$ cat src/rtl/nmr_pkg.sv
`timescale 1ns / 1ps
// Shared constants and types for the memory range map.
// Used by nmr_range_cell and numa_memory_range_map_unit; depends on nothing.
package nmr_pkg;

    // Table sizes.
    localparam int RANGES = 32;
    localparam int NODES  = 8;

    // Derived widths.
    localparam int NODE_W     = (NODES > 1) ? $clog2(NODES) : 1;
    localparam int HELD_W     = $clog2(RANGES + 1);
    localparam int PAGE_SHIFT = 12;
    localparam int PFN_W      = 64 - PAGE_SHIFT;

    // Request type codes.
    localparam logic REQ_ADD    = 1'b0;
    localparam logic REQ_LOOKUP = 1'b1;

    // Lookup token handed from cell to cell along the range chain.
    typedef struct packed {
        logic              active;
        logic              hit;
        logic [NODE_W-1:0] node;
    } tok_t;

endpackage

$ cat src/rtl/nmr_range_cell.sv
`timescale 1ns / 1ps
// One range cell of the chain: holds one page range and its owner node.
// Depends on nmr_pkg for widths and the token type.
module nmr_range_cell (
    input  logic                        clk,
    input  logic                        rst_n,
    input  logic                        load,
    input  logic [nmr_pkg::PFN_W-1:0]   load_first,
    input  logic [nmr_pkg::PFN_W-1:0]   load_limit,
    input  logic [nmr_pkg::NODE_W-1:0]  load_owner,
    input  logic                        in_use,
    input  logic [nmr_pkg::PFN_W-1:0]   page_frame,
    input  nmr_pkg::tok_t               tok_in,
    output nmr_pkg::tok_t               tok_out
);

    logic [nmr_pkg::PFN_W-1:0]  first_reg;
    logic [nmr_pkg::PFN_W-1:0]  limit_reg;
    logic [nmr_pkg::NODE_W-1:0] owner_reg;
    nmr_pkg::tok_t              tok_reg;
    nmr_pkg::tok_t              tok_next;
    logic                       in_range;

    // Range contents are written once when the cell is filled.
    always_ff @(posedge clk)
    begin
        if (load)
        begin
            first_reg <= load_first;
            limit_reg <= load_limit;
            owner_reg <= load_owner;
        end
    end

    // The first held range that contains the page claims the token.
    assign in_range = in_use && (page_frame >= first_reg) && (page_frame < limit_reg);

    always_comb
    begin
        tok_next = tok_in;
        if (tok_in.active && !tok_in.hit && in_range)
        begin
            tok_next.hit  = 1'b1;
            tok_next.node = owner_reg;
        end
    end

    // Hand the token to the next cell.
    always_ff @(posedge clk or negedge rst_n)
    begin
        if (!rst_n)
        begin
            tok_reg <= '0;
        end
        else
        begin
            tok_reg <= tok_next;
        end
    end

    assign tok_out = tok_reg;

endmodule

$ cat config.mk
export PLATFORM = sky130hd
export DESIGN_NAME = nmr_range_cell
export DESIGN_NICKNAME = d
export VERILOG_FILES = /design/src/rtl/nmr_pkg.sv /design/src/rtl/nmr_range_cell.sv
export SDC_FILE = /design/constraint.sdc
export NUM_CORES = 1
export LEC_CHECK = 0
export BUFFER_PORTS_ARGS = -buffer_cell sky130_fd_sc_hd__buf_4
export CAP_MARGIN = 20
export CORE_MARGIN = 8
export CORE_UTILIZATION = 35
export DETAILED_ROUTE_END_ITERATION = 10
export PLACE_DENSITY = 0.65
export SLEW_MARGIN = 20
export SYNTH_ARGS = -nofsm -noshare
export SYNTH_HDL_FRONTEND = slang
export SYNTH_SLANG_ARGS = --single-unit
$ cat constraint.sdc
create_clock -name clk -period 5.8 [get_ports clk]
set_input_delay 1.16 -clock clk [delete_from_list [all_inputs] [get_ports clk]]
set_output_delay 1.16 -clock clk [all_outputs]
set_load 0.1 [all_outputs]
# Word-level counts from Yosys, hierarchy flattened
# Index checks and enable logic that the tools add are counted.
dict set report classes {
  n_lt_le_gt_ge 2
  n_mux 1
  n_reduce_logical 5
}
# op n
set ops {}
lappend ops {{$ge 52x52->1} 1}
lappend ops {{$lt 52x52->1} 1}
lappend ops {{$logic_and 1x1->1} 4}
lappend ops {{$mux 4} 1}
lappend ops {{$logic_not 1->1} 1}
dict set report word_totals {
  ff_bits 112
  inputBits 168
  output_inout_bits 5
  word_cells 14
}

# Logic depth before layout (Yosys ltp)
# Gate-level depths: netlist (run 1).
dict set report depth {
  depth_word 5
  mapped_depth 9
  depth_no_buf 9
}

# Least setup slack after synthesis (run 1)
# No wires, ideal clock.
dict set report synth_path {
  kind {input -> register}
  start {input port page_frame[0] (netlist bit)}
  end {register tok_reg (netlist bit tok_out[0])}
  setup_ps 128
  t_arrival_ps 2977
  t_required_ps 5672
  setup_slack_ps 2695
  cell_stages 9
  n_path_buf 0
  cell_sequence {inv_1 -> ha_1 -> nand2b_1 -> a2111oi_2 -> a2111oi_2 -> o41ai_1 -> a311oi_1 -> o211ai_2 -> mux2_1}
}
# element line
set synth_lines {}
lappend synth_lines {{start, declared} nmr_range_cell.sv:12} ;# input logic [nmr_pkg::PFN_W-1:0] page_frame,
lappend synth_lines {{end signal, assigned} nmr_range_cell.sv:57} ;# tok_reg <= tok_next;
lappend synth_lines {{end, declared} nmr_range_cell.sv:20} ;# nmr_pkg::tok_t tok_reg;

==> results_dict.tcl, run 1 <==
set metrics [dict create \
    synth-xor-area-share_pct 0 \
    maxSlewHeadroom_pct 51.3 \
    synth_top_area_share_pct 53.8 \
    finalSetupTns_ns 0 \
    yosysWarnings 0 \
    fin_crit_ns 3.29 \
    postSynthCellCount 478 \
    drt-pass1-iter-count 4 \
    grt_pass1_wl_mm 23.0 \
    fin_worst_skew_ns 0.00594 \
    worstPathMaxFanout 4 \
    num_vias 4133 \
    drv_cap 0 \
    die_h_um 147 \
    num_io_pins 173 \
    start_util_pct 35.9 \
    synth.avg_cell_area_um2 12.5 \
    cp-start-kind "input pin" \
    ys_seq_elements 112 \
    hpwl_mm 12.2 \
    die_w_um 147 \
    synth.distinct_cells 33 \
    required_ns 6.04 \
    drtIter0Drc 172 \
    clock_latency_ns 0.36 \
    fin_nets 933 \
    hold_path_class "reg -> reg" \
    p_leak_uw 0.00377 \
    rows 47 \
    synth_compound_area_share_pct 8.64 \
    hold_buffers 0 \
    power.density_nw_per_um2 242 \
    n_fill_cell 1507 \
    grt_overflow 0 \
    critPathArrivalTime_ns 3.53 \
    synth_top_cell_by_area "edfxtp_1" \
    ant_nets 0 \
    synth_top_family_by_area "adder cells" \
    wire_per_inst_um 16.2 \
    yosys.area_share.adder_pct 21.6 \
    antenna_cells 0 \
    synthTopCellsByArea "edfxtp_1, ha_1, inv_1" \
    wl_mm 14.4 \
    gp_congestion 0.795 \
    grt_max_degree 59 \
    root_buffer "clkbuf_16" \
    yosys.area_share.simple_pct 6.58 \
    fin_crit_sh_pct 56.7 \
    worst_slew_pin_slew_ns 0.731 \
    postCtsSetupBuffers 0 \
    cts_tree "built" \
    finalHoldViolCount 0 \
    grt_pass1_vias 4670 \
    power_uw 1900 \
    dieArea_um2 21500 \
    crit_path_end_kind "flop" \
    syn_to_final_growth_pct 31.1 \
    cts_resized 0 \
    report.final.slew_viol_count 0 \
    synth_area_um2 5970 \
    post-route-drc-count 0 \
    core-area_um2 16600 \
    yosysSeqAreaShare_pct 55.9 \
    cts_made_buffers 9 \
    cts.sinks 112 \
    rsz0062_at_grt "false" \
    setup_viol 0 \
    drive_above_1_share_pct 28.6 \
    antenna_found_initial 0 \
    vias_per_cell 4.66 \
    max_clock_freq_ghz 0.304 \
    portBuffers 172 \
    clk_transition_reported_paths_ns 0.07 \
    clk_path_buf_depth 2 \
    status "complete, no violations" \
    syn_nets 749 \
    critPathKind "in -> reg" \
    ir_drop_mv 0.198 \
    htreeDepth 3 \
    synth_mux_area_share_pct 0.566 \
    grtUsageTotal_pct 13.7 \
]
==> cell usage after synthesis <==
cell type and n:
edfxtp_1 107, inv_1 106, ha_1 103, a21oi_1 33, nand2_1 22, a21o_1 17, nand4_1 16, nor2_1 10
nand3_1 8, o21ai_0 8, dfrtp_1 5, nand2b_1 4, nor3_1 4, a211oi_1 3, a311oi_1 3, and4_1 3
mux2_1 3, nor2b_1 3, a2111oi_2 2, a221oi_1 2, nor4_1 2, o31ai_1 2, o41ai_1 2, a2111oi_0 1
a22o_1 1, nor4bb_1 1, o2111ai_1 1, o211ai_2 1, o22ai_1 1, o311ai_0 1, or2_1 1, or2_2 1
or4_1 1
==> logic make-up after synthesis <==
family	after synthesis
flip-flops	112
buffers and inverters	106
adder cells (fa/ha/maj)	103
AO/OA/AOI/OAI	78
AND/OR/NAND/NOR	76
multiplexers	3
==> stage by stage <==
step / cells / util (%) / cell area, um2 / hold WS (ns) / worst slack [ns]
final: 887 / 47.0 / 7820 / 0.458 / 2.51
after global routing: 887 / 47.0 / 7820 / 0.499 / 2.20
after CTS: 887 / 47.0 / 7820 / 0.462 / 2.34
after detailed placement: 871 / 45.3 / 7540 / 0.445 / 1.95
after global placement: 871 / 45.3 / 7540 / 0.443 / 2.05
after floorplan: 478 / - / 5970 / 0.432 / 2.70
==> final cells by class <==
class | instances | area [um2] | area share (%)
well taps | 220 | 275 | 3.52
clock inverters | 7 | 53.8 | 0.688
repair buffers | 173 | 1300 | 16.6
multi-input cells | 260 | 2230 | 28.5
inverters | 106 | 398 | 5.09
clock buffers | 9 | 225 | 2.88
flip-flops and latches | 112 | 3340 | 42.7
==> where the power goes <==
| part | leakage [uW] | internal (uW) | switching, uW |
|---|---|---|---|
| clock network | 0.000131 | 296 | 298 |
| registers | 0.00111 | 955 | 16.4 |
| logic | 0.00254 | 163 | 166 |
==> metal layers <==
metal  wire, um  GRT usage, %  vias to the layer above  part of all wire [%]
li1           -             -                     2088                     -
met1       5870          15.1                     1905                    41
met2       7120          23.2                      123                    49
met3       1160          6.12                       17                   8.0
met4        246          4.12                        0                   1.7
met5          0             0                        -                     0
==> path summary, 6_finish.rpt <==
check                          startpoint  slack [ns]  depth (start not counted)         end
max                        page_frame[49]        2.51                          8  tok_out[2]
min                          owner_reg[0]        0.46                          1  tok_out[0]
max reg2reg                 first_reg[49]        3.06                          8  tok_out[2]
min reg2reg                  owner_reg[0]        0.46                          1  tok_out[0]
max in group asynchronous           rst_n        5.11                          1  tok_out[2]
min in group asynchronous           rst_n        0.59                          1  tok_out[4]
==> critical path, stage by stage <==
cell and delay [ns]:
buf_4 0.12, ha_1 0.29, nand4_1 0.20, nor4_1 0.57
nand2_1 0.19, a311oi_1 0.44, o211ai_2 0.20, mux2_1 0.35
==> placed cells by master (no fill, tap or decap), types with 3 or more instances in the layout <==
cell	n
clkbuf_16	9
nand4_1	16
inv_1	106
nor2_1	10
and4_1	3
nor2b_1	3
a311oi_1	3
a21o_1	17
o21ai_0	8
buf_4	173
nand3_1	8
nand2_1	22
ha_1	103
edfxtp_1	107
dfrtp_1	5
mux2_1	3
a21oi_1	33
a211oi_1	3
nor3_1	4
nand2b_1	4
(Power assumes the default switching activity.)
==> run 2, diff against run 1 <==
Clock period 5.8 ns to 3.25 ns, I/O delays scaled along.
==> run 2 against run 1 <==
Compared with the run above:
- sequential power increased by 78%
- clock skew about the same
- sequential cell count did not move
- wire length fell by 2.6%
- worst hold slack worse by 0.38 ns
- register-to-register slack got worse by 2.6 ns
- critical path depth grew 2
- cell count increased by 0.23%
- non-clock buffer count grew 2
- utilization up 0.17 points
- combinational power increased by 77%
- highest routed layer unchanged
==> results_dict.tcl, run 2 (synthesis results as in run 1) <==
set metrics [dict create \
    die_h_um 147 \
    cts_tree "built" \
    grt_max_degree 64 \
    finalSetupTns_ns 0 \
    worst_slew_pin_slew_ns 0.617 \
    cp.depth 10 \
    drv_cap 0 \
    cts_resized 0 \
    drtIter0Drc 169 \
    layoutNonFillerInstCount 889 \
    path_common_cell "buf_4" \
    power.density_nw_per_um2 430 \
    fin_crit_ns 2.86 \
    hold_path_class "in -> async" \
    antenna_found_initial 0 \
    grtUsageMet2_pct 22.9 \
    grt_overflow 0 \
    setup_viol 0 \
    grt_use_met1_pct 15.0 \
    vias_per_cell 4.61 \
    worstSetupEndpoint "tok_out[1]" \
    cts.sinks 112 \
    max_clock_freq_ghz 0.350 \
    die_w_um 147 \
    core-area_um2 16600 \
    final_common_cell "buf_4" \
    post-route-drc-count 0 \
    wl_mm 14.0 \
    regToRegEndpoint "tok_out[1]" \
    cpPeakStageDelay_ns 0.56 \
    start_util_pct 35.9 \
    n_fill_cell 1526 \
    rr_worst_depth 10 \
    dieArea_um2 21500 \
    antenna_cells 0 \
    ir_drop_mv 0.280 \
    wire_per_inst_um 15.8 \
    reg2reg_slack_ns 0.42 \
    num_io_pins 173 \
    clock_latency_ns 0.36 \
    drt-pass1-iter-count 4 \
    status "complete, no violations" \
    seq_area_um2 3340 \
    htreeDepth 3 \
    critPathTopFamily "simple AND/OR/NAND/NOR gates" \
    gp_congestion 0.829 \
    top_usage_layer "met2" \
    maxSlewHeadroom_pct 58.9 \
    cp_cell_sequence "buf_4 > ha_1 > nand4_1 > nor4_1 > buf_4 > nand2_1 > a311oi_1 > o31ai_1 > o211ai_2 > mux2_1" \
    grtUsageTotal_pct 13.4 \
    fin_nets 935 \
    grt_pass1_vias 4623 \
    hpwl_mm 12.0 \
    critPathBufInv 2 \
    hold_buffers 0 \
    root_buffer "clkbuf_16" \
    worstPathMaxFanout 4 \
    grt_pass1_wl_mm 22.7 \
    crit_slowest_cell "nor4_1" \
    num_vias 4100 \
    required_ns 3.49 \
    fin_crit_sh_pct 87.9 \
    drive_above_1_share_pct 29.0 \
    portBuffers 172 \
    rows 47 \
    mostFrequentLayoutCells "buf_4, edfxtp_1, inv_1" \
    syn_to_final_growth_pct 31.5 \
    crit_path_end_kind "flop" \
    clk_transition_reported_paths_ns 0.07 \
    p_leak_uw 0.00379 \
    multi_input_area_um2 2230 \
    critPathLaunch "page_frame[34]" \
    critPathKind "in -> reg" \
    finalHoldViolCount 0 \
    reg2reg_from "limit_reg[34]" \
    ant_nets 0 \
    dpl.cell_count 873 \
    cts_made_buffers 9 \
    critPathArrivalTime_ns 3.09 \
    cp-start-kind "input pin" \
    rsz0062_at_grt "false" \
    report.final.slew_viol_count 0 \
    clk_path_buf_depth 2 \
    fin_worst_skew_ns 0.00640 \
    met3_usage_pct 5.19 \
    postCtsSetupBuffers 0 \
]
run 2: cell types whose count changed in the layout (fill, tap and decap cells not counted), sizes merged:
cell,before,now
clkbuf,9,10
buf,173,175
clkinv,2,1
run 2: power breakdown:
| group | leakage, uW | internal [uW] | switching [uW] |
|---|---|---|---|
| logic | 0.00255 | 291 | 291 |
| registers | 0.00111 | 1700 | 28.6 |
| clock network | 0.000133 | 533 | 527 |
run 2: worst min-delay path by stage:
stage | from | endpoint | depth (start not counted)
3_3_place_gp | owner_reg[0] | tok_out[0] | 1
2_1_floorplan | rst_n | tok_out[0] | 0
6_report | rst_n | tok_out[4] | 1
3_5_place_dp | rst_n | tok_out[4] | 1
4_1_cts | rst_n | tok_out[4] | 1
5_1_grt | rst_n | tok_out[4] | 1
run 2: metrics by stage:
| stage | setup WS, ns | area (um2) | utilization [%] | power (uW) | hold WS, ns |
|---|---|---|---|---|---|
| after global routing | 0.237 | 7850 | 47.2 | 3560 | 0.0613 |
| after global placement | 0.0520 | 7570 | 45.5 | 2330 | 0.443 |
| final | 0.394 | 7850 | 47.2 | 3380 | 0.0823 |
| after detailed placement | 0.0347 | 7570 | 45.5 | 2350 | 0.453 |
| after floorplan | 0.655 | 5970 | - | 2050 | 0.354 |
| after CTS | 0.417 | 7850 | 47.2 | 3430 | 0.0615 |
run 2: layout make-up:
type	instances	share of cell area, %
Clock buffer	10	2.92
Clock inverter	6	0.654
Inverter	106	5.07
Multi-Input combinational cell	260	28.4
Sequential cell	112	42.5
Tap cell	220	3.51
Timing Repair Buffer	175	16.9
run 2: per-layer routing:
metal,up-vias,wire (um)
met5,-,0
met4,0,225
met2,107,6860
met3,14,1000
met1,1890,5940
li1,2089,-
==> run 3, diff against run 2 <==
Settings changed: CAP_MARGIN 20 to 10, SETUP_SLACK_MARGIN from default to 0.5.
Clock period 3.25 ns to 3.4 ns, I/O delays scaled along.
==> run 3 against run 2 <==
Compared with the run above:
- clock power is essentially flat
- critical path depth is the same
- count of clock-buffer cells in the layout shrank 1
- combinational power shrank 3.8%
- clock skew grew 0.0029 ns
- utilization grew 0.075 points
==> results_dict.tcl, run 3 (synthesis results as in run 1) <==
set metrics [dict create \
    grtUsageTotal_pct 13.5 \
    grt_pass1_wl_mm 23.0 \
    cpPeakStageDelay_ns 0.41 \
    ir_drop_mv 0.228 \
    wire_per_inst_um 15.9 \
    critPathBufInv 2 \
    required_ns 3.64 \
    report.final.slew_viol_count 0 \
    setup_slack_ns 0.729 \
    drtIter0Drc 140 \
    num_vias 4141 \
    wl_mm 14.2 \
    rsz0062_at_grt "false" \
    num_io_pins 173 \
    dieArea_um2 21500 \
    hold_path_class "in -> async" \
    place_area_um2 7570 \
    fin_crit_sh_pct 78.5 \
    worstPathMaxFanout 4 \
    hold_buffers 0 \
    grt_pass1_vias 4705 \
    finalHoldViolCount 0 \
    grt_use_met1_pct 14.1 \
    drive_above_1_share_pct 29.3 \
    p_leak_uw 0.00380 \
    top_usage_layer "met2" \
    drt-pass1-iter-count 4 \
    syn_to_final_growth_pct 31.7 \
    design_area_um2 7860 \
    rows 47 \
    critPathTopFamily "compound AO/OA/AOI/OAI gates" \
    cts_made_buffers 9 \
    gp_congestion 0.811 \
    dpl.cell_count 873 \
    die_h_um 147 \
    die_w_um 147 \
    crit_path_end_kind "flop" \
    cp_cell_sequence "buf_4 > ha_1 > nand4_1 > nor4_1 > buf_4 > a221oi_1 > nand2_1 > o31ai_1 > o211ai_2 > mux2_1" \
    crit_slowest_cell "o31ai_1" \
    grt_overflow 0 \
    ant_nets 0 \
    antenna_cells 0 \
    core-area_um2 16600 \
    finalSetupTns_ns 0 \
    power_uw 3240 \
    vias_per_cell 4.66 \
    hpwl_mm 12.0 \
    status "complete, no violations" \
    root_buffer "clkbuf_16" \
    portBuffers 172 \
    fin_nets 935 \
    start_util_pct 35.9 \
    clock_latency_ns 0.35 \
    critPathArrivalTime_ns 2.91 \
    post-place-ws_ns 0.241 \
    final_common_cell "buf_4" \
    met3_usage_pct 6.21 \
    grt_max_degree 64 \
    clk_path_buf_depth 2 \
    maxSlewHeadroom_pct 59.0 \
    post-route-drc-count 0 \
    htreeDepth 3 \
    max_clock_freq_ghz 0.374 \
    cts_tree "built" \
    postCtsSetupBuffers 0 \
    antenna_found_initial 0 \
    critPathKind "in -> reg" \
    mostFrequentLayoutCells "buf_4, edfxtp_1, inv_1" \
    power.density_nw_per_um2 412 \
    path_common_cell "buf_4" \
    fin_crit_ns 2.67 \
    worst_slew_pin_slew_ns 0.615 \
    cts_resized 0 \
    fin_worst_skew_ns 0.00926 \
    layoutNonFillerInstCount 889 \
    setup_viol 0 \
    cts.sinks 112 \
    clk_transition_reported_paths_ns 0.08 \
    drv_cap 0 \
    grtUsageMet2_pct 23.6 \
    cp-start-kind "input pin" \
]
## run 3: cell count changes in the layout (fill, tap and decap cells not counted), sizes merged
cell,delta
clkbuf,-1
inv,+1
## run 3: report_power, final
group / total [uW] / switching, uW / internal (uW)
clock: 1030 / 513 / 512
combinational: 560 / 281 / 279
sequential: 1660 / 27.5 / 1630
## run 3: path summary, 6_finish.rpt
check	to	slack [ns]	cells past startpoint	startpoint
worst min-delay path	tok_out[1]	0.11	1	rst_n
worst min register to register	tok_out[1]	0.47	1	owner_reg[1]
worst max-delay path	tok_out[2]	0.73	10	page_frame[35]
max in group asynchronous	tok_out[2]	3.18	1	rst_n
min in group clk	tok_out[4]	0.44	1	tok_in[4]
worst max register to register	tok_out[2]	0.79	9	first_reg[11]
## run 3: layout make-up
class                           instances  area [um2]
Fill cell                            1519        8780
Tap cell                              220         275
Timing Repair Buffer                  175        1330
Sequential cell                       112        3340
Inverter                              106         398
Multi-Input combinational cell        260        2240
Clock inverter                          7        60.1
Clock buffer                            9         225
## run 3: metrics by stage
stage,hold WS [ns],utilization [%]
floorplan,0.384,-
global placement,0.442,45.5
detailed placement,0.451,45.5
CTS,0.0995,47.2
global route,0.0972,47.2
finish,0.113,47.2
## run 3: metal layers
metal	vias up	wire length, um
li1	2097	-
met1	1898	5660
met2	127	6980
met3	19	1260
met4	0	259
met5	-	0
